--- config.mk ---
export PLATFORM = sky130hd
export DESIGN_NAME = deque_ring_buffer
export DESIGN_NICKNAME = d
export VERILOG_FILES = /design/src/hw/rtl/drb_pkg.sv /design/src/hw/rtl/drb_front.sv /design/src/hw/rtl/drb_fifo.sv /design/src/hw/rtl/drb_back.sv /design/src/hw/rtl/deque_ring_buffer.sv
export SDC_FILE = /design/constraint.sdc
export NUM_CORES = 1
export LEC_CHECK = 0
export BUFFER_PORTS_ARGS = -buffer_cell sky130_fd_sc_hd__buf_2
export CAP_MARGIN = 5
export CORE_MARGIN = 2
export CORE_UTILIZATION = 52
export CTS_CLUSTER_DIAMETER = 120
export DETAILED_ROUTE_END_ITERATION = 8
export PLACE_DENSITY_LB_ADDON = 0.1
export SLEW_MARGIN = 10
export SYNTH_ARGS = -nofsm -noshare
export SYNTH_HDL_FRONTEND = slang
export SYNTH_SLANG_ARGS = --single-unit
--- constraint.sdc ---
create_clock -name clk -period 8.46 [get_ports clk]
set_input_delay 0.846 -clock clk [delete_from_list [all_inputs] [get_ports clk]]
set_output_delay 0.846 -clock clk [all_outputs]
set_load 0.005 [all_outputs]
--- src/hw/rtl/drb_pkg.sv ---
// ----------------------------------------------------------------------------
// drb_pkg
// Shared types and codes for the ring-buffer deque: mode codes, decoded
// operation word, result status codes and executor states.
// ----------------------------------------------------------------------------
package drb_pkg;

  localparam int DEPTH_DEF       = 16;
  localparam int VALUE_WIDTH_DEF = 32;

  localparam int IN_VALUE_W  = 32;
  localparam int OUT_VALUE_W = 32;
  localparam int OUT_COUNT_W = 5;
  localparam int MODE_W      = 3;
  localparam int QUEUE_DEPTH = 2;

  localparam logic [MODE_W-1:0] MODE_ADD_FRONT    = 3'd0;
  localparam logic [MODE_W-1:0] MODE_ADD_BACK     = 3'd1;
  localparam logic [MODE_W-1:0] MODE_REMOVE_FRONT = 3'd2;
  localparam logic [MODE_W-1:0] MODE_REMOVE_BACK  = 3'd3;
  localparam logic [MODE_W-1:0] MODE_REVERSE      = 3'd4;
  localparam logic [MODE_W-1:0] MODE_QUERY        = 3'd5;

  typedef enum logic [1:0] {
    OP_ADD,
    OP_REMOVE,
    OP_REVERSE,
    OP_QUERY
  } op_kind_t;

  typedef enum logic [1:0] {
    ST_DONE,
    ST_FULL,
    ST_EMPTY
  } status_t;

  typedef enum logic [1:0] {
    BK_IDLE,
    BK_READ,
    BK_RESULT
  } back_state_t;

  typedef struct packed {
    op_kind_t                kind;
    logic                    at_front;
    logic [IN_VALUE_W-1:0]   value;
  } drb_op_t;

endpackage

--- src/hw/rtl/drb_front.sv ---
// ----------------------------------------------------------------------------
// drb_front
// Input side: takes words from the input port, decodes the mode into an
// operation kind and end select, and writes it into the operation queue.
// ----------------------------------------------------------------------------
module drb_front (
  input  logic                              in_push,
  output logic                              in_full,
  input  logic [drb_pkg::MODE_W-1:0]        in_mode,
  input  logic [drb_pkg::IN_VALUE_W-1:0]    in_value,
  input  logic                              q_full,
  output logic                              q_wr,
  output drb_pkg::drb_op_t                  q_op
);

  assign in_full = q_full;
  assign q_wr    = in_push & ~q_full;

  always_comb begin
    q_op.value    = in_value;
    q_op.at_front = 1'b0;
    case (in_mode)
      drb_pkg::MODE_ADD_FRONT: begin
        q_op.kind     = drb_pkg::OP_ADD;
        q_op.at_front = 1'b1;
      end
      drb_pkg::MODE_ADD_BACK: begin
        q_op.kind = drb_pkg::OP_ADD;
      end
      drb_pkg::MODE_REMOVE_FRONT: begin
        q_op.kind     = drb_pkg::OP_REMOVE;
        q_op.at_front = 1'b1;
      end
      drb_pkg::MODE_REMOVE_BACK: begin
        q_op.kind = drb_pkg::OP_REMOVE;
      end
      drb_pkg::MODE_REVERSE: begin
        q_op.kind = drb_pkg::OP_REVERSE;
      end
      drb_pkg::MODE_QUERY: begin
        q_op.kind = drb_pkg::OP_QUERY;
      end
      default: begin
        q_op.kind = drb_pkg::OP_QUERY;
      end
    endcase
  end

endmodule

--- src/hw/rtl/drb_fifo.sv ---
// ----------------------------------------------------------------------------
// drb_fifo
// Short operation queue between the decoder and the executor.
// ----------------------------------------------------------------------------
module drb_fifo (
  input  logic              clk,
  input  logic              rst_n,
  input  logic              wr_en,
  input  drb_pkg::drb_op_t  wr_op,
  output logic              full,
  input  logic              rd_en,
  output logic              valid,
  output drb_pkg::drb_op_t  rd_op
);

  localparam int QAW = $clog2(drb_pkg::QUEUE_DEPTH);

  drb_pkg::drb_op_t mem_r [drb_pkg::QUEUE_DEPTH];
  logic [QAW-1:0]   wr_ptr_r, wr_ptr_nxt;
  logic [QAW-1:0]   rd_ptr_r, rd_ptr_nxt;
  logic [QAW:0]     cnt_r, cnt_nxt;

  assign full  = (cnt_r == (QAW+1)'(drb_pkg::QUEUE_DEPTH));
  assign valid = (cnt_r != '0);
  assign rd_op = mem_r[rd_ptr_r];

  always_comb begin
    wr_ptr_nxt = wr_en ? wr_ptr_r + 1'b1 : wr_ptr_r;
    rd_ptr_nxt = rd_en ? rd_ptr_r + 1'b1 : rd_ptr_r;
    cnt_nxt    = cnt_r;
    if (wr_en && !rd_en) begin
      cnt_nxt = cnt_r + 1'b1;
    end else if (!wr_en && rd_en) begin
      cnt_nxt = cnt_r - 1'b1;
    end
  end

  always_ff @(posedge clk) begin
    if (!rst_n) begin
      wr_ptr_r <= '0;
      rd_ptr_r <= '0;
      cnt_r    <= '0;
    end else begin
      wr_ptr_r <= wr_ptr_nxt;
      rd_ptr_r <= rd_ptr_nxt;
      cnt_r    <= cnt_nxt;
    end
  end

  always_ff @(posedge clk) begin
    if (wr_en) begin
      mem_r[wr_ptr_r] <= wr_op;
    end
  end

endmodule

--- src/hw/rtl/drb_back.sv ---
// ----------------------------------------------------------------------------
// drb_back
// Executor: applies one operation to the ring buffer state, reads the end
// entries from the entry memory and loads the result register.
// ----------------------------------------------------------------------------
module drb_back #(
  parameter int DEPTH       = drb_pkg::DEPTH_DEF,
  parameter int VALUE_WIDTH = drb_pkg::VALUE_WIDTH_DEF
) (
  input  logic                               clk,
  input  logic                               rst_n,
  input  logic                               q_valid,
  input  drb_pkg::drb_op_t                   q_op,
  output logic                               q_rd,
  output logic                               out_empty,
  input  logic                               out_pop,
  output logic [drb_pkg::OUT_VALUE_W-1:0]    out_front_value,
  output logic [drb_pkg::OUT_VALUE_W-1:0]    out_back_value,
  output logic [drb_pkg::OUT_COUNT_W-1:0]    out_count,
  output logic                               out_empty_res,
  output logic                               out_full_res,
  output logic [1:0]                         out_status
);

  localparam int AW = (DEPTH > 1) ? $clog2(DEPTH) : 1;
  localparam int CW = $clog2(DEPTH + 1);

  drb_pkg::back_state_t state_r, state_nxt;

  logic [AW-1:0]          head_r, head_nxt;
  logic [CW-1:0]          count_r, count_nxt;
  logic                   rev_r, rev_nxt;
  drb_pkg::status_t       status_r, status_nxt;

  logic [VALUE_WIDTH-1:0] mem_r [DEPTH];
  logic [VALUE_WIDTH-1:0] rd_front_r, rd_back_r;
  logic                   wr_en;
  logic [AW-1:0]          wr_addr;
  logic [VALUE_WIDTH-1:0] wr_data;
  logic [AW-1:0]          back_addr;

  logic                   start;
  logic                   load_out;
  logic                   is_full, is_empty, phys_front;
  logic [VALUE_WIDTH+drb_pkg::IN_VALUE_W-1:0] in_ext;

  logic [VALUE_WIDTH-1:0] pf, pb;
  logic [VALUE_WIDTH+drb_pkg::OUT_VALUE_W-1:0] pf_ext, pb_ext;
  logic [CW+drb_pkg::OUT_COUNT_W-1:0] cnt_ext;

  logic                              out_valid_r, out_valid_nxt;
  logic [drb_pkg::OUT_VALUE_W-1:0]   front_val_r, back_val_r;
  logic [drb_pkg::OUT_COUNT_W-1:0]   count_out_r;
  logic                              empty_res_r, full_res_r;
  logic [1:0]                        status_out_r;

  function automatic logic [AW-1:0] wrap_add(input logic [AW-1:0] a, input logic [AW-1:0] b);
    logic [AW:0] s;
    s = {1'b0, a} + {1'b0, b};
    if (s >= (AW+1)'(DEPTH)) begin
      s = s - (AW+1)'(DEPTH);
    end
    return s[AW-1:0];
  endfunction

  // next state
  always_comb begin
    state_nxt = state_r;
    case (state_r)
      drb_pkg::BK_IDLE: begin
        if (q_valid && !out_valid_r) begin
          state_nxt = drb_pkg::BK_READ;
        end
      end
      drb_pkg::BK_READ: begin
        state_nxt = drb_pkg::BK_RESULT;
      end
      drb_pkg::BK_RESULT: begin
        state_nxt = drb_pkg::BK_IDLE;
      end
      default: begin
        state_nxt = drb_pkg::BK_IDLE;
      end
    endcase
  end

  // state machine outputs
  always_comb begin
    start    = 1'b0;
    load_out = 1'b0;
    case (state_r)
      drb_pkg::BK_IDLE: begin
        start = q_valid & ~out_valid_r;
      end
      drb_pkg::BK_RESULT: begin
        load_out = 1'b1;
      end
      default: begin
        start    = 1'b0;
        load_out = 1'b0;
      end
    endcase
  end

  assign q_rd = start;

  // operation execute
  assign is_full    = (count_r == CW'(DEPTH));
  assign is_empty   = (count_r == '0);
  assign phys_front = q_op.at_front ^ rev_r;
  assign in_ext     = {{VALUE_WIDTH{1'b0}}, q_op.value};
  assign wr_data    = in_ext[VALUE_WIDTH-1:0];

  always_comb begin
    head_nxt   = head_r;
    count_nxt  = count_r;
    rev_nxt    = rev_r;
    status_nxt = status_r;
    wr_en      = 1'b0;
    wr_addr    = wrap_add(head_r, count_r[AW-1:0]);
    if (start) begin
      status_nxt = drb_pkg::ST_DONE;
      case (q_op.kind)
        drb_pkg::OP_ADD: begin
          if (is_full) begin
            status_nxt = drb_pkg::ST_FULL;
          end else begin
            wr_en     = 1'b1;
            count_nxt = count_r + 1'b1;
            if (phys_front) begin
              head_nxt = (head_r == '0) ? AW'(DEPTH - 1) : head_r - 1'b1;
              wr_addr  = head_nxt;
            end
          end
        end
        drb_pkg::OP_REMOVE: begin
          if (is_empty) begin
            status_nxt = drb_pkg::ST_EMPTY;
          end else begin
            count_nxt = count_r - 1'b1;
            if (phys_front) begin
              head_nxt = (head_r == AW'(DEPTH - 1)) ? '0 : head_r + 1'b1;
            end
          end
        end
        drb_pkg::OP_REVERSE: begin
          if (is_empty) begin
            status_nxt = drb_pkg::ST_EMPTY;
          end else begin
            rev_nxt = ~rev_r;
          end
        end
        default: begin
          status_nxt = drb_pkg::ST_DONE;
        end
      endcase
    end
  end

  assign back_addr = wrap_add(head_r, AW'(count_r - 1'b1));

  always_ff @(posedge clk) begin
    if (wr_en) begin
      mem_r[wr_addr] <= wr_data;
    end
    rd_front_r <= mem_r[head_r];
    rd_back_r  <= mem_r[back_addr];
  end

  // result forming
  always_comb begin
    pf = is_empty ? '0 : rd_front_r;
    pb = is_empty ? '0 : rd_back_r;
    if (rev_r) begin
      pf = is_empty ? '0 : rd_back_r;
      pb = is_empty ? '0 : rd_front_r;
    end
    pf_ext  = {{drb_pkg::OUT_VALUE_W{1'b0}}, pf};
    pb_ext  = {{drb_pkg::OUT_VALUE_W{1'b0}}, pb};
    cnt_ext = {{drb_pkg::OUT_COUNT_W{1'b0}}, count_r};
  end

  always_comb begin
    out_valid_nxt = out_valid_r;
    if (load_out) begin
      out_valid_nxt = 1'b1;
    end else if (out_pop && out_valid_r) begin
      out_valid_nxt = 1'b0;
    end
  end

  always_ff @(posedge clk) begin
    if (!rst_n) begin
      state_r     <= drb_pkg::BK_IDLE;
      head_r      <= '0;
      count_r     <= '0;
      rev_r       <= 1'b0;
      status_r    <= drb_pkg::ST_DONE;
      out_valid_r <= 1'b0;
    end else begin
      state_r     <= state_nxt;
      head_r      <= head_nxt;
      count_r     <= count_nxt;
      rev_r       <= rev_nxt;
      status_r    <= status_nxt;
      out_valid_r <= out_valid_nxt;
    end
  end

  always_ff @(posedge clk) begin
    if (load_out) begin
      front_val_r  <= pf_ext[drb_pkg::OUT_VALUE_W-1:0];
      back_val_r   <= pb_ext[drb_pkg::OUT_VALUE_W-1:0];
      count_out_r  <= cnt_ext[drb_pkg::OUT_COUNT_W-1:0];
      empty_res_r  <= is_empty;
      full_res_r   <= is_full;
      status_out_r <= status_r;
    end
  end

  assign out_empty       = ~out_valid_r;
  assign out_front_value = front_val_r;
  assign out_back_value  = back_val_r;
  assign out_count       = count_out_r;
  assign out_empty_res   = empty_res_r;
  assign out_full_res    = full_res_r;
  assign out_status      = status_out_r;

endmodule

--- src/hw/rtl/deque_ring_buffer.sv ---
// ----------------------------------------------------------------------------
// deque_ring_buffer
// Double-ended queue in a ring buffer: decoder, operation queue and executor.
// ----------------------------------------------------------------------------
// result path: an input word is written into the operation queue; the executor
//   then updates the ring buffer state, does a registered read of both end
//   entries from the entry memory and loads the result register
// the executor takes no new word from the operation queue until the result
//   word of the last one has been taken
// reset: pointers, count, direction flag, operation queue and result valid
//   flag clear; entry memory and result fields are not cleared
module deque_ring_buffer #(
  parameter int DEPTH       = drb_pkg::DEPTH_DEF,
  parameter int VALUE_WIDTH = drb_pkg::VALUE_WIDTH_DEF
) (
  input  logic                               clk,
  input  logic                               rst_n,
  input  logic                               in_push,
  output logic                               in_full,
  input  logic [drb_pkg::MODE_W-1:0]         in_mode,
  input  logic [drb_pkg::IN_VALUE_W-1:0]     in_value,
  output logic                               out_empty,
  input  logic                               out_pop,
  output logic [drb_pkg::OUT_VALUE_W-1:0]    out_front_value,
  output logic [drb_pkg::OUT_VALUE_W-1:0]    out_back_value,
  output logic [drb_pkg::OUT_COUNT_W-1:0]    out_count,
  output logic                               out_empty_res,
  output logic                               out_full_res,
  output logic [1:0]                         out_status
);

  logic             q_full, q_wr, q_valid, q_rd;
  drb_pkg::drb_op_t wr_op, rd_op;

  drb_front u_front (
    .in_push  (in_push),
    .in_full  (in_full),
    .in_mode  (in_mode),
    .in_value (in_value),
    .q_full   (q_full),
    .q_wr     (q_wr),
    .q_op     (wr_op)
  );

  drb_fifo u_fifo (
    .clk   (clk),
    .rst_n (rst_n),
    .wr_en (q_wr),
    .wr_op (wr_op),
    .full  (q_full),
    .rd_en (q_rd),
    .valid (q_valid),
    .rd_op (rd_op)
  );

  drb_back #(
    .DEPTH       (DEPTH),
    .VALUE_WIDTH (VALUE_WIDTH)
  ) u_back (
    .clk             (clk),
    .rst_n           (rst_n),
    .q_valid         (q_valid),
    .q_op            (rd_op),
    .q_rd            (q_rd),
    .out_empty       (out_empty),
    .out_pop         (out_pop),
    .out_front_value (out_front_value),
    .out_back_value  (out_back_value),
    .out_count       (out_count),
    .out_empty_res   (out_empty_res),
    .out_full_res    (out_full_res),
    .out_status      (out_status)
  );

`ifndef SYNTHESIS
  a_empty_zero: assert property (@(posedge clk) disable iff (!rst_n)
    (!out_empty && out_empty_res) |->
      (out_front_value == '0 && out_back_value == '0 && out_count == '0))
    else $error("empty result word carries nonzero fields");

  a_full_not_empty: assert property (@(posedge clk) disable iff (!rst_n)
    !out_empty |-> !(out_full_res && out_empty_res))
    else $error("result word both full and empty");

  a_status_flags: assert property (@(posedge clk) disable iff (!rst_n)
    !out_empty |->
      ((out_status != 2'(drb_pkg::ST_FULL) || out_full_res) &&
       (out_status != 2'(drb_pkg::ST_EMPTY) || out_empty_res)))
    else $error("status disagrees with occupancy flags");
`endif

endmodule
* Yosys cells after proc, flatten, opt, wreduce, memory -nomap -nowiden *
Memory sizes are Yosys's and may differ from the RTL's. A register that Yosys moved wholly into a read port is not among the register bits.
Cells that the tools add are included.

word-level totals
  bits in registers = 92
  memory bits (writable) = 582
  bits of input ports = 39
  output and inout port bits = 75
  memories kept = 2

memories
  memory        words  bits a word  read ports  clocked after Yosys merged registers in  write ports  RTL line        source
  u_back.mem_r  16     32           2           2                                        1            drb_back.sv:35  logic [VALUE_WIDTH-1:0] mem_r [DEPTH];
  u_fifo.mem_r  2      35           1           1                                        1            drb_fifo.sv:18  drb_pkg::drb_op_t mem_r [drb_pkg::QUEUE_DEPTH];

cells by class
  $add $sub $neg = 12
  $lt $le $gt $ge = 2
  equality and inequality tests = 16
  mux-type cells = 42
  bitwise gates (word level) = 7
  reduce and logical (&&, ||, !) cells = 23

operator list
  kind                                                    count
  2-to-1 mux 32 bit                                       4
  2-to-1 mux 4 bit                                        12
  2-to-1 mux 1 bit                                        15
  subtractor 4 x 1 -> 4 bit (second input constant)       3
  adder 4 x 4 -> 5 bit                                    2
  >= comparator 5 bit (second input constant)             2
  2-to-1 mux 5 bit                                        2
  case mux 5 bit (2 select lines)                         1
  2-to-1 mux 2 bit                                        4
  case mux 2 bit (2 select lines)                         2
  case mux 4 bit (2 select lines)                         1
  nonzero test 2 bit                                      4
  OR reduction 2 bit                                      4
  equality test 2 bit (second input constant)             3
  equality test 3 x 2 -> 1 bit (second input constant)    2
  inequality test 2 x 1 -> 1 bit (second input constant)  3
  case mux 2 bit (3 select lines)                         1
  AND reduction 6 bit                                     1
  adder 5 x 1 -> 5 bit (second input constant)            1
  equality test 5 bit (second input constant)             1
  zero test 5 bit                                         1
  subtractor 5 x 1 -> 5 bit (second input constant)       1
  adder 4 x 1 -> 4 bit (second input constant)            1
  equality test 2 x 1 -> 1 bit (second input constant)    2
  other kinds (17)                                        29

* Logic depth before layout (Yosys ltp) *
Gate-level depths: netlist of run 1.

  depth after elaboration = 7
  gate-level depth with buffers = 10

* By module *
A second synthesis of run 1 with hierarchy kept.

second synthesis, totals
  cells, all modules = 1741
  area total of the unflattened synthesis = 32352.3 µm²

modules (own cells, without submodules)
  module     instances  cells each  area each (µm²)  sequential area each (µm²)
  drb_back   1          1573        29326.9          19148.4
  drb_fifo   1          131         2756.4           2202.1
  drb_front  1          37          269.0            0.0

* Worst setup path after synthesis of run 1 *
Ideal clock, no wire load.

  kind = register to register
  start point = reg with a tool-made name
  end point = mem u_back.mem_r[4][0] (netlist bit), enable pin
  data arrival time = 4.591 ns
  required time = 7.999 ns
  slack = 3.408 ns
  cell stages (with the launch flop) = 10
  path buffers = 3
  clock period less this slack = 5.052 ns
  cells stage by stage = dfxtp_1 -> buf_2 -> buf_1 -> mux2i_1 -> ha_1 -> nor4bb_4 -> and2_4 -> buf_6 -> mux2_4 -> nor3_1

RTL lines
  element           RTL line
  end: declaration  drb_back.sv:35

* Worst setup path in the final report of run 1 *
  start point = reg u_back.head_r[1]
  end point = reg u_back.rd_back_r[23] (read register of u_back.mem_r)

on the way
  cells in the longest elaborated chain, start to end = 3
  elaborated cells between the ends (all ways) = 4
  classes of those cells = 2 x add/sub; 1 x order compare; 1 x mux

ends and longest elaborated chain
  element                                                                  RTL line                        source
  start: declaration                                                       drb_back.sv:30                  logic [AW-1:0] head_r, head_nxt;
  start signal: assignment                                                 drb_back.sv:202                 head_r <= head_nxt;
  adder 4 x 4 -> 5 bit *                                                   drb_back.sv:59                  s = {1'b0, a} + {1'b0, b};
  subtractor 4 x 1 -> 4 bit / >= comparator 5 bit (equally long branches)  drb_back.sv:61, drb_back.sv:60
  2-to-1 mux 4 bit *                                                       drb_back.sv:60                  if (s >= (AW+1)'(DEPTH)) begin
  end: declaration                                                         drb_back.sv:36                  logic [VALUE_WIDTH-1:0] rd_front_r, rd_back_r;

Every way passes the cells marked *; elsewhere a longest branch is shown, timed or not.
A chain may end at the register's enable or synchronous reset.

==> run metrics, run 1 <==
Tmin final=4.32 ns; clk sinks=739; DRC violations left=0; final max-slew violation count=0; cells resized by post-CTS repair=0; Root Buffer=clkbuf_16; TritonCTS buffer count=77; largest net degree at the start of global routing=93; CP Max Fanout=81; achievable frequency=0.232 GHz; crit path DAT=4.74 ns; EDFF count, synth=655; clock power share=25.5%; Setup CP Type=reg2reg; largest area contributor in the netlist=edfxtp_1; Unique masters post-synth=49; Hold-fix buffers, CTS=0; status=finished, final reports clean; CP Capture Type=flip-flop; Ys Warns=0; Required @ worst endpoint=8.88 ns; VDD IR max=0.457 mV; startpoint types=flip-flop; chip height=252 um; setup_tns=0 ns; slew of the pin with the lowest slew margin=1.13 ns; most numerous cell in the Yosys netlist=edfxtp_1; CTS tree=done; Antenna Nets Post-Route=0; First DRT Iteration DRCs=1732; I/O Pins=114; Synth area leaders=edfxtp_1, mux4_2, dfxtp_1; drt pass-1 iters=5; Internal=0.00897 W; max_cap viols=0; Net Sw Frac=34.2%; RSZ-0062 raised after global routing=false; cells after synthesis=1740; pre-CTS WS=4.16 ns; Power, Total=0.0136 W; HP Class=in2reg; register area share after synthesis=66.8%; # Post-CTS Setup Buffers=0; Initial Util=52.8%; top-area cell type share of the netlist area=61.5%; Avg WL per Cell=28.1 um; Worst-path clk slew=0.06 ns; Net Sw Power=0.00466 W; via count=17200; CTS H-Tree Depth=3; Total GRT Usage=24.3%; synthesis-to-layout area growth=13.1%; CTS Buffer Depth=3; endpoints failing setup=0; area of the core=0.0606 mm2; Vias/cell=6.37; worst-skew pair later-pin latency=0.61 ns; total die area=0.0635 mm2; Ant. Diodes=0; Post-Route WL=75800 um; synthesis-stage register bit count=739; PwrDens=377 mW/mm2; fin nets=1909; post-synth net total=1797; Horiz. Die Dim=252 um; share of cells above drive strength 1=31.7%; final setup margin=4.14 ns; Final Skew=0.0177 ns; port bufs=113; combinational power share=38.4%; Slew HR=24.6%; grt ovf=0; row count=90; vias in the first global route=17600; initial antenna violation count=0; Seq pwr share=36.1%; Lkg Pwr=11.5 nW; GP Congestion=0.755; list of most frequent post-synthesis cells=edfxtp_1, mux4_2, mux2i_1; final hold viol count=0; Synth async-reset ratio=0%; Top FF cell, synth=edfxtp_1; Mapped Area=0.0320 mm2; first-pass GRT wire length=112000 um; dpl hpwl=39100 um; Avg Cell Area, Syn=18.4 um2; final period utilization=51.1%
-- flip-flops by register name (all words and copies together), names as in the netlist, 5 cells and up, named ones only --
register	count
u_back.count_r	5
u_back.mem_r	512
u_back.out_back_value	32
u_back.out_count	5
u_back.out_front_value	32
u_back.rd_back_r	32
u_back.rd_front_r	32
u_fifo.mem_r	70
-- final cells by class --
type / instances / area (um2)
well taps: 782 / 978
multi-input cells: 865 / 10200
repair buffers: 153 / 891
fillers: 4442 / 24400
flip-flops and latches: 739 / 21400
clock inverters: 34 / 375
clock buffers: 106 / 2270
inverters: 16 / 60.1
-- placed cells by master (no fill, tap or decap), types with 4 or more instances in the layout --
master	n
a211oi_1	65
a21oi_1	41
a31oi_1	33
and2_1	64
buf_2	113
buf_4	38
bufinv_16	8
clkbuf_1	10
clkbuf_16	81
clkbuf_8	15
clkinv_1	9
clkinv_2	13
dfxtp_1	78
dfxtp_4	4
edfxtp_1	655
ha_1	15
inv_1	15
mux2_2	34
mux2i_1	99
mux4_2	256
nand2_1	76
nand3_1	7
nor2_1	81
nor3_1	4
nor3_2	14
o21ai_0	7
xnor2_1	6
xor2_1	11
-- power groups by stage --
stage	Combinational (W)	Sequential (W)	Clock, W
2_1_floorplan	0.00382	0.00488	0
3_3_place_gp	0.00521	0.00498	0
3_5_place_dp	0.00528	0.00499	0
4_1_cts	0.00529	0.00492	0.00354
5_1_grt	0.00567	0.00496	0.00367
6_report	0.00524	0.00492	0.00347
-- worst paths after layout --
check	from	endpoint	slack, ns	cells past startpoint
setup / recovery	u_back.head_r[1]	u_back.rd_back_r[23]	4.14	7
hold reg to reg	u_back.status_r[0]	u_back.out_status[0]	0.45	0
setup reg to reg	u_back.head_r[1]	u_back.rd_back_r[23]	4.14	7
hold / removal	in_value[14]	u_fifo.mem_r[0][14]	0.42	1
-- routing by layer --
metal / up-vias / track usage, % / share of wire, %
li1: 7322 / - / -
met1: 9049 / 33.7 / 41
met2: 677 / 40.8 / 50
met3: 114 / 3.71 / 6.6
met4: 0 / 6.51 / 2.2
met5: - / 0 / 0
-- worst max-delay path: stages, from the launching register on --
cell and delay (ns):
dfxtp_4 0.95, inv_1 0.21, fa_4 1.47, buf_12 0.51, mux4_2 0.38, and2_1 0.17, a211oi_1 0.24, a31oi_1 0.08
-- kinds of logic (layout without fill, tap and decap cells) --
| group | after synthesis | in the layout | share of synthesized area [%] |
|---|---|---|---|
| compound gates | 161 | 161 | 3.29 |
| simple gates | 271 | 271 | 4.16 |
| xor+xnor | 21 | 21 | 0.622 |
| fa+ha+maj | 18 | 18 | 0.751 |
| mux | 394 | 394 | 22.6 |
| buf+inv | 136 | 309 | 1.80 |
| flops | 739 | 739 | 66.8 |
-- per-stage QoR --
stage	hold WS [ns]	util (%)	instances	cell area [um2]
global placement	0.420	55.3	2555	33500
global route	0.393	59.7	2695	36100
finish	0.422	59.7	2695	36100
CTS	0.388	59.7	2695	36100
detailed placement	0.430	55.3	2555	33500
floorplan	0.408	-	1740	32000
Note: power is estimated with default switching activity, not from simulation.
==> inputs of run 2 (changes only) <==
clock period = 4.4 ns   (was 8.46 ns; I/O delays follow)
==> run 2 against run 1 <==
Cell count grew 1.3%. Maximum frequency grew 21%. Hold slack got worse by 0.39 ns. Total power grew 93%. Largest power group unchanged. Sequential cell count unchanged.
==> run metrics, run 2 (synthesis results as in run 1) <==
status=finished, final reports clean; Hold Crit Depth=1; TritonCTS buffer count=77; # Post-CTS Setup Buffers=0; placed inst area=0.0337 mm2; Largest regs=u_back.mem_r: 512 flops, u_fifo.mem_r: 70 flops; largest net degree at the start of global routing=104; port bufs=113; slew of the pin with the lowest slew margin=1.08 ns; vias in the first global route=17800; final hold viol count=0; chip height=252 um; setup_tns=0 ns; Total GRT Usage=23.7%; row count=90; First DRT Iteration DRCs=1532; via count=17200; Ant. Diodes=0; dpl hpwl=41200 um; most frequent cells in the layout=edfxtp_1, mux4_2, buf_2, mux2i_1, nor2_1; Power, Total=0.0263 W; endpoints failing setup=0; first-pass GRT wire length=111000 um; synthesis-to-layout area growth=14.3%; crit path DAT=3.87 ns; sink of the worst hold path=u_fifo.mem_r[0][25]; PwrDens=721 mW/mm2; register with the most flip-flops=u_back.mem_r; RSZ-0062 raised after global routing=false; Worst R2R End=u_back.mem_r[15][17]; fin nets=1940; Slew HR=28.3%; startpoint types=flip-flop; HP Class=in2reg; Lkg Pwr=11.7 nW; CTS H-Tree Depth=3; FILL cells=4429; VDD IR max=0.853 mV; Initial Util=52.8%; CP Capture Type=flip-flop; I/O Pins=114; Root Buffer=clkbuf_16; total die area=0.0635 mm2; Avg WL per Cell=27.0 um; R2R Setup Slk=0.82 ns; CTS tree=done; Required @ worst endpoint=4.69 ns; Final Skew=0.0196 ns; grt ovf=0; Post-Route WL=73700 um; share of cells above drive strength 1=30.9%; final period utilization=81.4%; initial antenna violation count=0; CP Max Fanout=32; Largest register FFs=512; R2R cell count=7; Setup CP Type=reg2reg; max_cap viols=0; Horiz. Die Dim=252 um; Tmin final=3.58 ns; achievable frequency=0.279 GHz; Worst-path clk slew=0.06 ns; Vias/cell=6.30; worst-skew pair later-pin latency=0.62 ns; HP Start=in_value[25]; final max-slew violation count=0; clk sinks=739; most common cell after layout, fill and taps aside=edfxtp_1; GP Congestion=0.781; CTS Buffer Depth=3; multi-input combinational cell area=0.0102 mm2; Antenna Nets Post-Route=0; flip-flop and latch area=0.0214 mm2; area of the core=0.0606 mm2; DRC violations left=0; drt pass-1 iters=7; final instance area=0.0365 mm2
run 2: how the worst max path moves through the flow:
stage,to,slack (ns),depth (start not counted)
after floorplan,u_back.mem_r[4][0],-0.65,9
after global placement,u_back.mem_r[15][17],0.94,7
after detailed placement,u_back.mem_r[1][17],0.82,7
after CTS,u_back.mem_r[1][27],0.82,7
after global routing,u_back.mem_r[1][11],0.58,7
final,u_back.mem_r[15][17],0.82,7
run 2: through the flow:
stage | hold WS (ns) | worst slack, ns | util [%] | cells
global placement | 0.426 | 0.943 | 55.6 | 2558
floorplan | 0.408 | -0.652 | - | 1740
global route | 0.0254 | 0.580 | 60.3 | 2729
CTS | 0.00218 | 0.824 | 60.3 | 2729
finish | 0.0337 | 0.819 | 60.3 | 2729
detailed placement | 0.431 | 0.823 | 55.6 | 2558
run 2: what timing repair did:
item                       CTS  global route
gates resized for setup      0             0
hold endpoints to repair    56             0
setup endpoints to repair    0             0
hold buffers                28             0
run 2: worst max-delay path, stage by stage, from the launching register on:
cell	delay (ns)
dfxtp_2	0.69
mux2i_1	0.37
ha_1	0.27
nor4bb_4	0.38
and2_4	0.26
mux2i_2	0.80
nor3_2	0.10
buf_4	0.36
run 2: power breakdown:
part | leakage [nW] | internal (W) | switching [W] | total, W
clock network | 1.26 | 0.00390 | 0.00264 | 0.00654
logic | 3.80 | 0.00441 | 0.00597 | 0.0104
registers | 6.64 | 0.00901 | 0.000417 | 0.00942
run 2: area by class of cell:
type                            count  share of cell area, %
Inverter                           16                  0.164
Multi-Input combinational cell    865                   28.0
Timing Repair Buffer              184                   3.68
Tap cell                          782                   2.68
Sequential cell                   739                   58.5
Clock buffer                      108                   6.01
Clock inverter                     35                  0.996
run 2: metal layers:
metal | track usage, % | share of wire, % | wire [um] | vias up
li1 | - | - | - | 7380
met1 | 32.8 | 42 | 31100 | 9131
met2 | 39.8 | 50 | 37000 | 582
met3 | 3.31 | 5.6 | 4120 | 93
met4 | 6.81 | 1.9 | 1410 | 0
met5 | 0 | 0 | 0 | -
==> inputs of run 3 (changes only) <==
clock period = 3.4 ns   (was 4.4 ns; I/O delays follow)
==> run 3 against run 2 <==
Non-clock buffer count up 40. Largest power group unchanged. Critical path type unchanged. Clock-buffer cell count is 5 lower. Largest cell class unchanged. First-iteration DRC count is 11% higher. Cell area grew 2.3%. Critical path depth increased by 1.
==> run metrics, run 3 (synthesis results as in run 1) <==
Post-Route WL=78500 um; initial antenna violation count=0; GP Congestion=0.803; area of the core=0.0606 mm2; share of cells above drive strength 1=32.1%; chip height=252 um; final period utilization=94.3%; FILL cells=4328; DRC violations left=0; Worst-path clk slew=0.06 ns; final hold viol count=0; dpl hpwl=45300 um; vias in the first global route=18500; delay-heaviest family, CP=adder cells; top layer used by detailed routing=met4; I/O Pins=114; Tmin final=3.21 ns; achievable frequency=0.312 GHz; wire length on met2=38500 um; most common cell after layout, fill and taps aside=edfxtp_1; Final Skew=0.0261 ns; TritonCTS buffer count=78; total die area=0.0635 mm2; clk sinks=739; Avg WL per Cell=28.3 um; HP Class=in2reg; WL met1=32700 um; final max-slew violation count=0; CTS Buffer Depth=3; Total GRT Usage=25.4%; fin nets=1981; drt pass-1 iters=5; PwrDens=942 mW/mm2; largest net degree at the start of global routing=91; Setup CP Type=reg2reg; Ant. Diodes=0; synthesis-to-layout area growth=16.9%; crit path DAT=3.69 ns; pre-CTS WS=0.107 ns; Lkg Pwr=12.1 nW; met3 routed wirelength=5450 um; Root Buffer=clkbuf_16; First DRT Iteration DRCs=1708; Util after Layout=61.7%; max incr delay on CP=0.90 ns; slew of the pin with the lowest slew margin=1.11 ns; RSZ-0062 raised after global routing=false; startpoint types=flip-flop; row count=90; Largest register FFs=512; Largest regs=u_back.mem_r: 512 flops, u_fifo.mem_r: 70 flops; port bufs=113; status=finished, final reports clean; Vias/cell=6.40; VDD IR max=1.59 mV; max_cap viols=0; first-pass GRT wire length=118000 um; CP Capture Type=flip-flop; critical-path cell list=inv_1 -> ha_1 -> fa_4 -> buf_12 -> mux4_2 -> and2_1 -> a211oi_1 -> a31oi_1; final setup margin=0.194 ns; Horiz. Die Dim=252 um; endpoints failing setup=0; worst path bufs/invs=2; Antenna Nets Post-Route=0; Initial Util=52.8%; worst-skew pair later-pin latency=0.62 ns; Slew HR=26.2%; CP Max Fanout=40; # Post-CTS Setup Buffers=0; grt ovf=0; Worst path slowest cell=fa_4; CTS tree=done; register with the most flip-flops=u_back.mem_r; Required @ worst endpoint=3.89 ns; via count=17700; most frequent cells in the layout=edfxtp_1, mux4_2, buf_2, mux2i_1; CTS H-Tree Depth=3
-- run 3: changes by cell type in the layout (fill, tap and decap cells not counted), moves of 2 or more --
| cell | delta |
|---|---|
| mux2i_1 | -2 |
| dlygate4sd3_1 | +5 |
| buf_12 | +23 |
| nor3_2 | -9 |
| nor3_4 | +9 |
| clkinvlp_4 | +2 |
| mux2i_4 | +2 |
| buf_4 | +11 |
| bufinv_16 | +6 |
| clkbuf_8 | -5 |
| clkinv_1 | +2 |
| clkinv_2 | -4 |
-- run 3: layer usage --
| layer | global-route usage [%] | up-vias |
|---|---|---|
| li1 | - | 7481 |
| met1 | 35.5 | 9309 |
| met2 | 41.9 | 794 |
| met3 | 3.98 | 134 |
| met4 | 7.13 | 0 |
| met5 | 0 | - |
-- run 3: worst reg2reg max path, cell delays in order, from the launching register on --
cell      delay [ns]
dfxtp_1         0.42
inv_1           0.16
ha_1            0.41
fa_4            0.90
buf_12          0.28
mux4_2          0.36
and2_1          0.16
a211oi_1        0.31
a31oi_1         0.07
-- run 3: per-stage QoR --
stage | hold slack [ns] | power (W) | std cells | TNS (ns) | instance area (um2)
after floorplan | 0.408 | 0.0217 | 1740 | -71.03 | 32100
after CTS | 0.000504 | 0.0355 | 2770 | 0 | 37400
after detailed placement | 0.442 | 0.0265 | 2593 | 0 | 34300
final | 0.0295 | 0.0352 | 2770 | 0 | 37400
after global placement | 0.425 | 0.0264 | 2593 | 0 | 34300
after global routing | 0.0329 | 0.0369 | 2770 | 0 | 37400
-- run 3: repair_timing --
action | in CTS | in global routing
setup endpoints to repair | 0 | 169
hold endpoints to repair | 66 | 0
gates resized for setup | 0 | 3
hold buffers | 33 | 0
-- run 3: path summary, 6_finish.rpt --
check / startpoint / endpoint / slack, ns / cells past startpoint
setup / recovery: u_back.count_r[0] / u_back.rd_back_r[23] / 0.19 / 8
hold / removal: out_pop / u_back.out_valid_r / 0.03 / 4
hold reg to reg: u_back.status_r[0] / u_back.out_status[0] / 0.45 / 0
setup reg to reg: u_back.count_r[0] / u_back.rd_back_r[23] / 0.19 / 8
-- run 3: cell type report --
type	count	area, um2	area share [%]
Clock buffer	103	2150	5.75
Multi-Input combinational cell	865	10300	27.6
Sequential cell	739	21400	57.2
Timing Repair Buffer	224	1950	5.21
Inverter	16	60.1	0.161
Tap cell	782	978	2.62
Clock inverter	41	554	1.48
-- run 3: report_power, final --
group	switching (W)	total [W]	internal (W)
clock	0.00346	0.00891	0.00545
sequential	0.000473	0.0121	0.0117
combinational	0.00810	0.0142	0.00606
total	0.0120	0.0352	0.0232
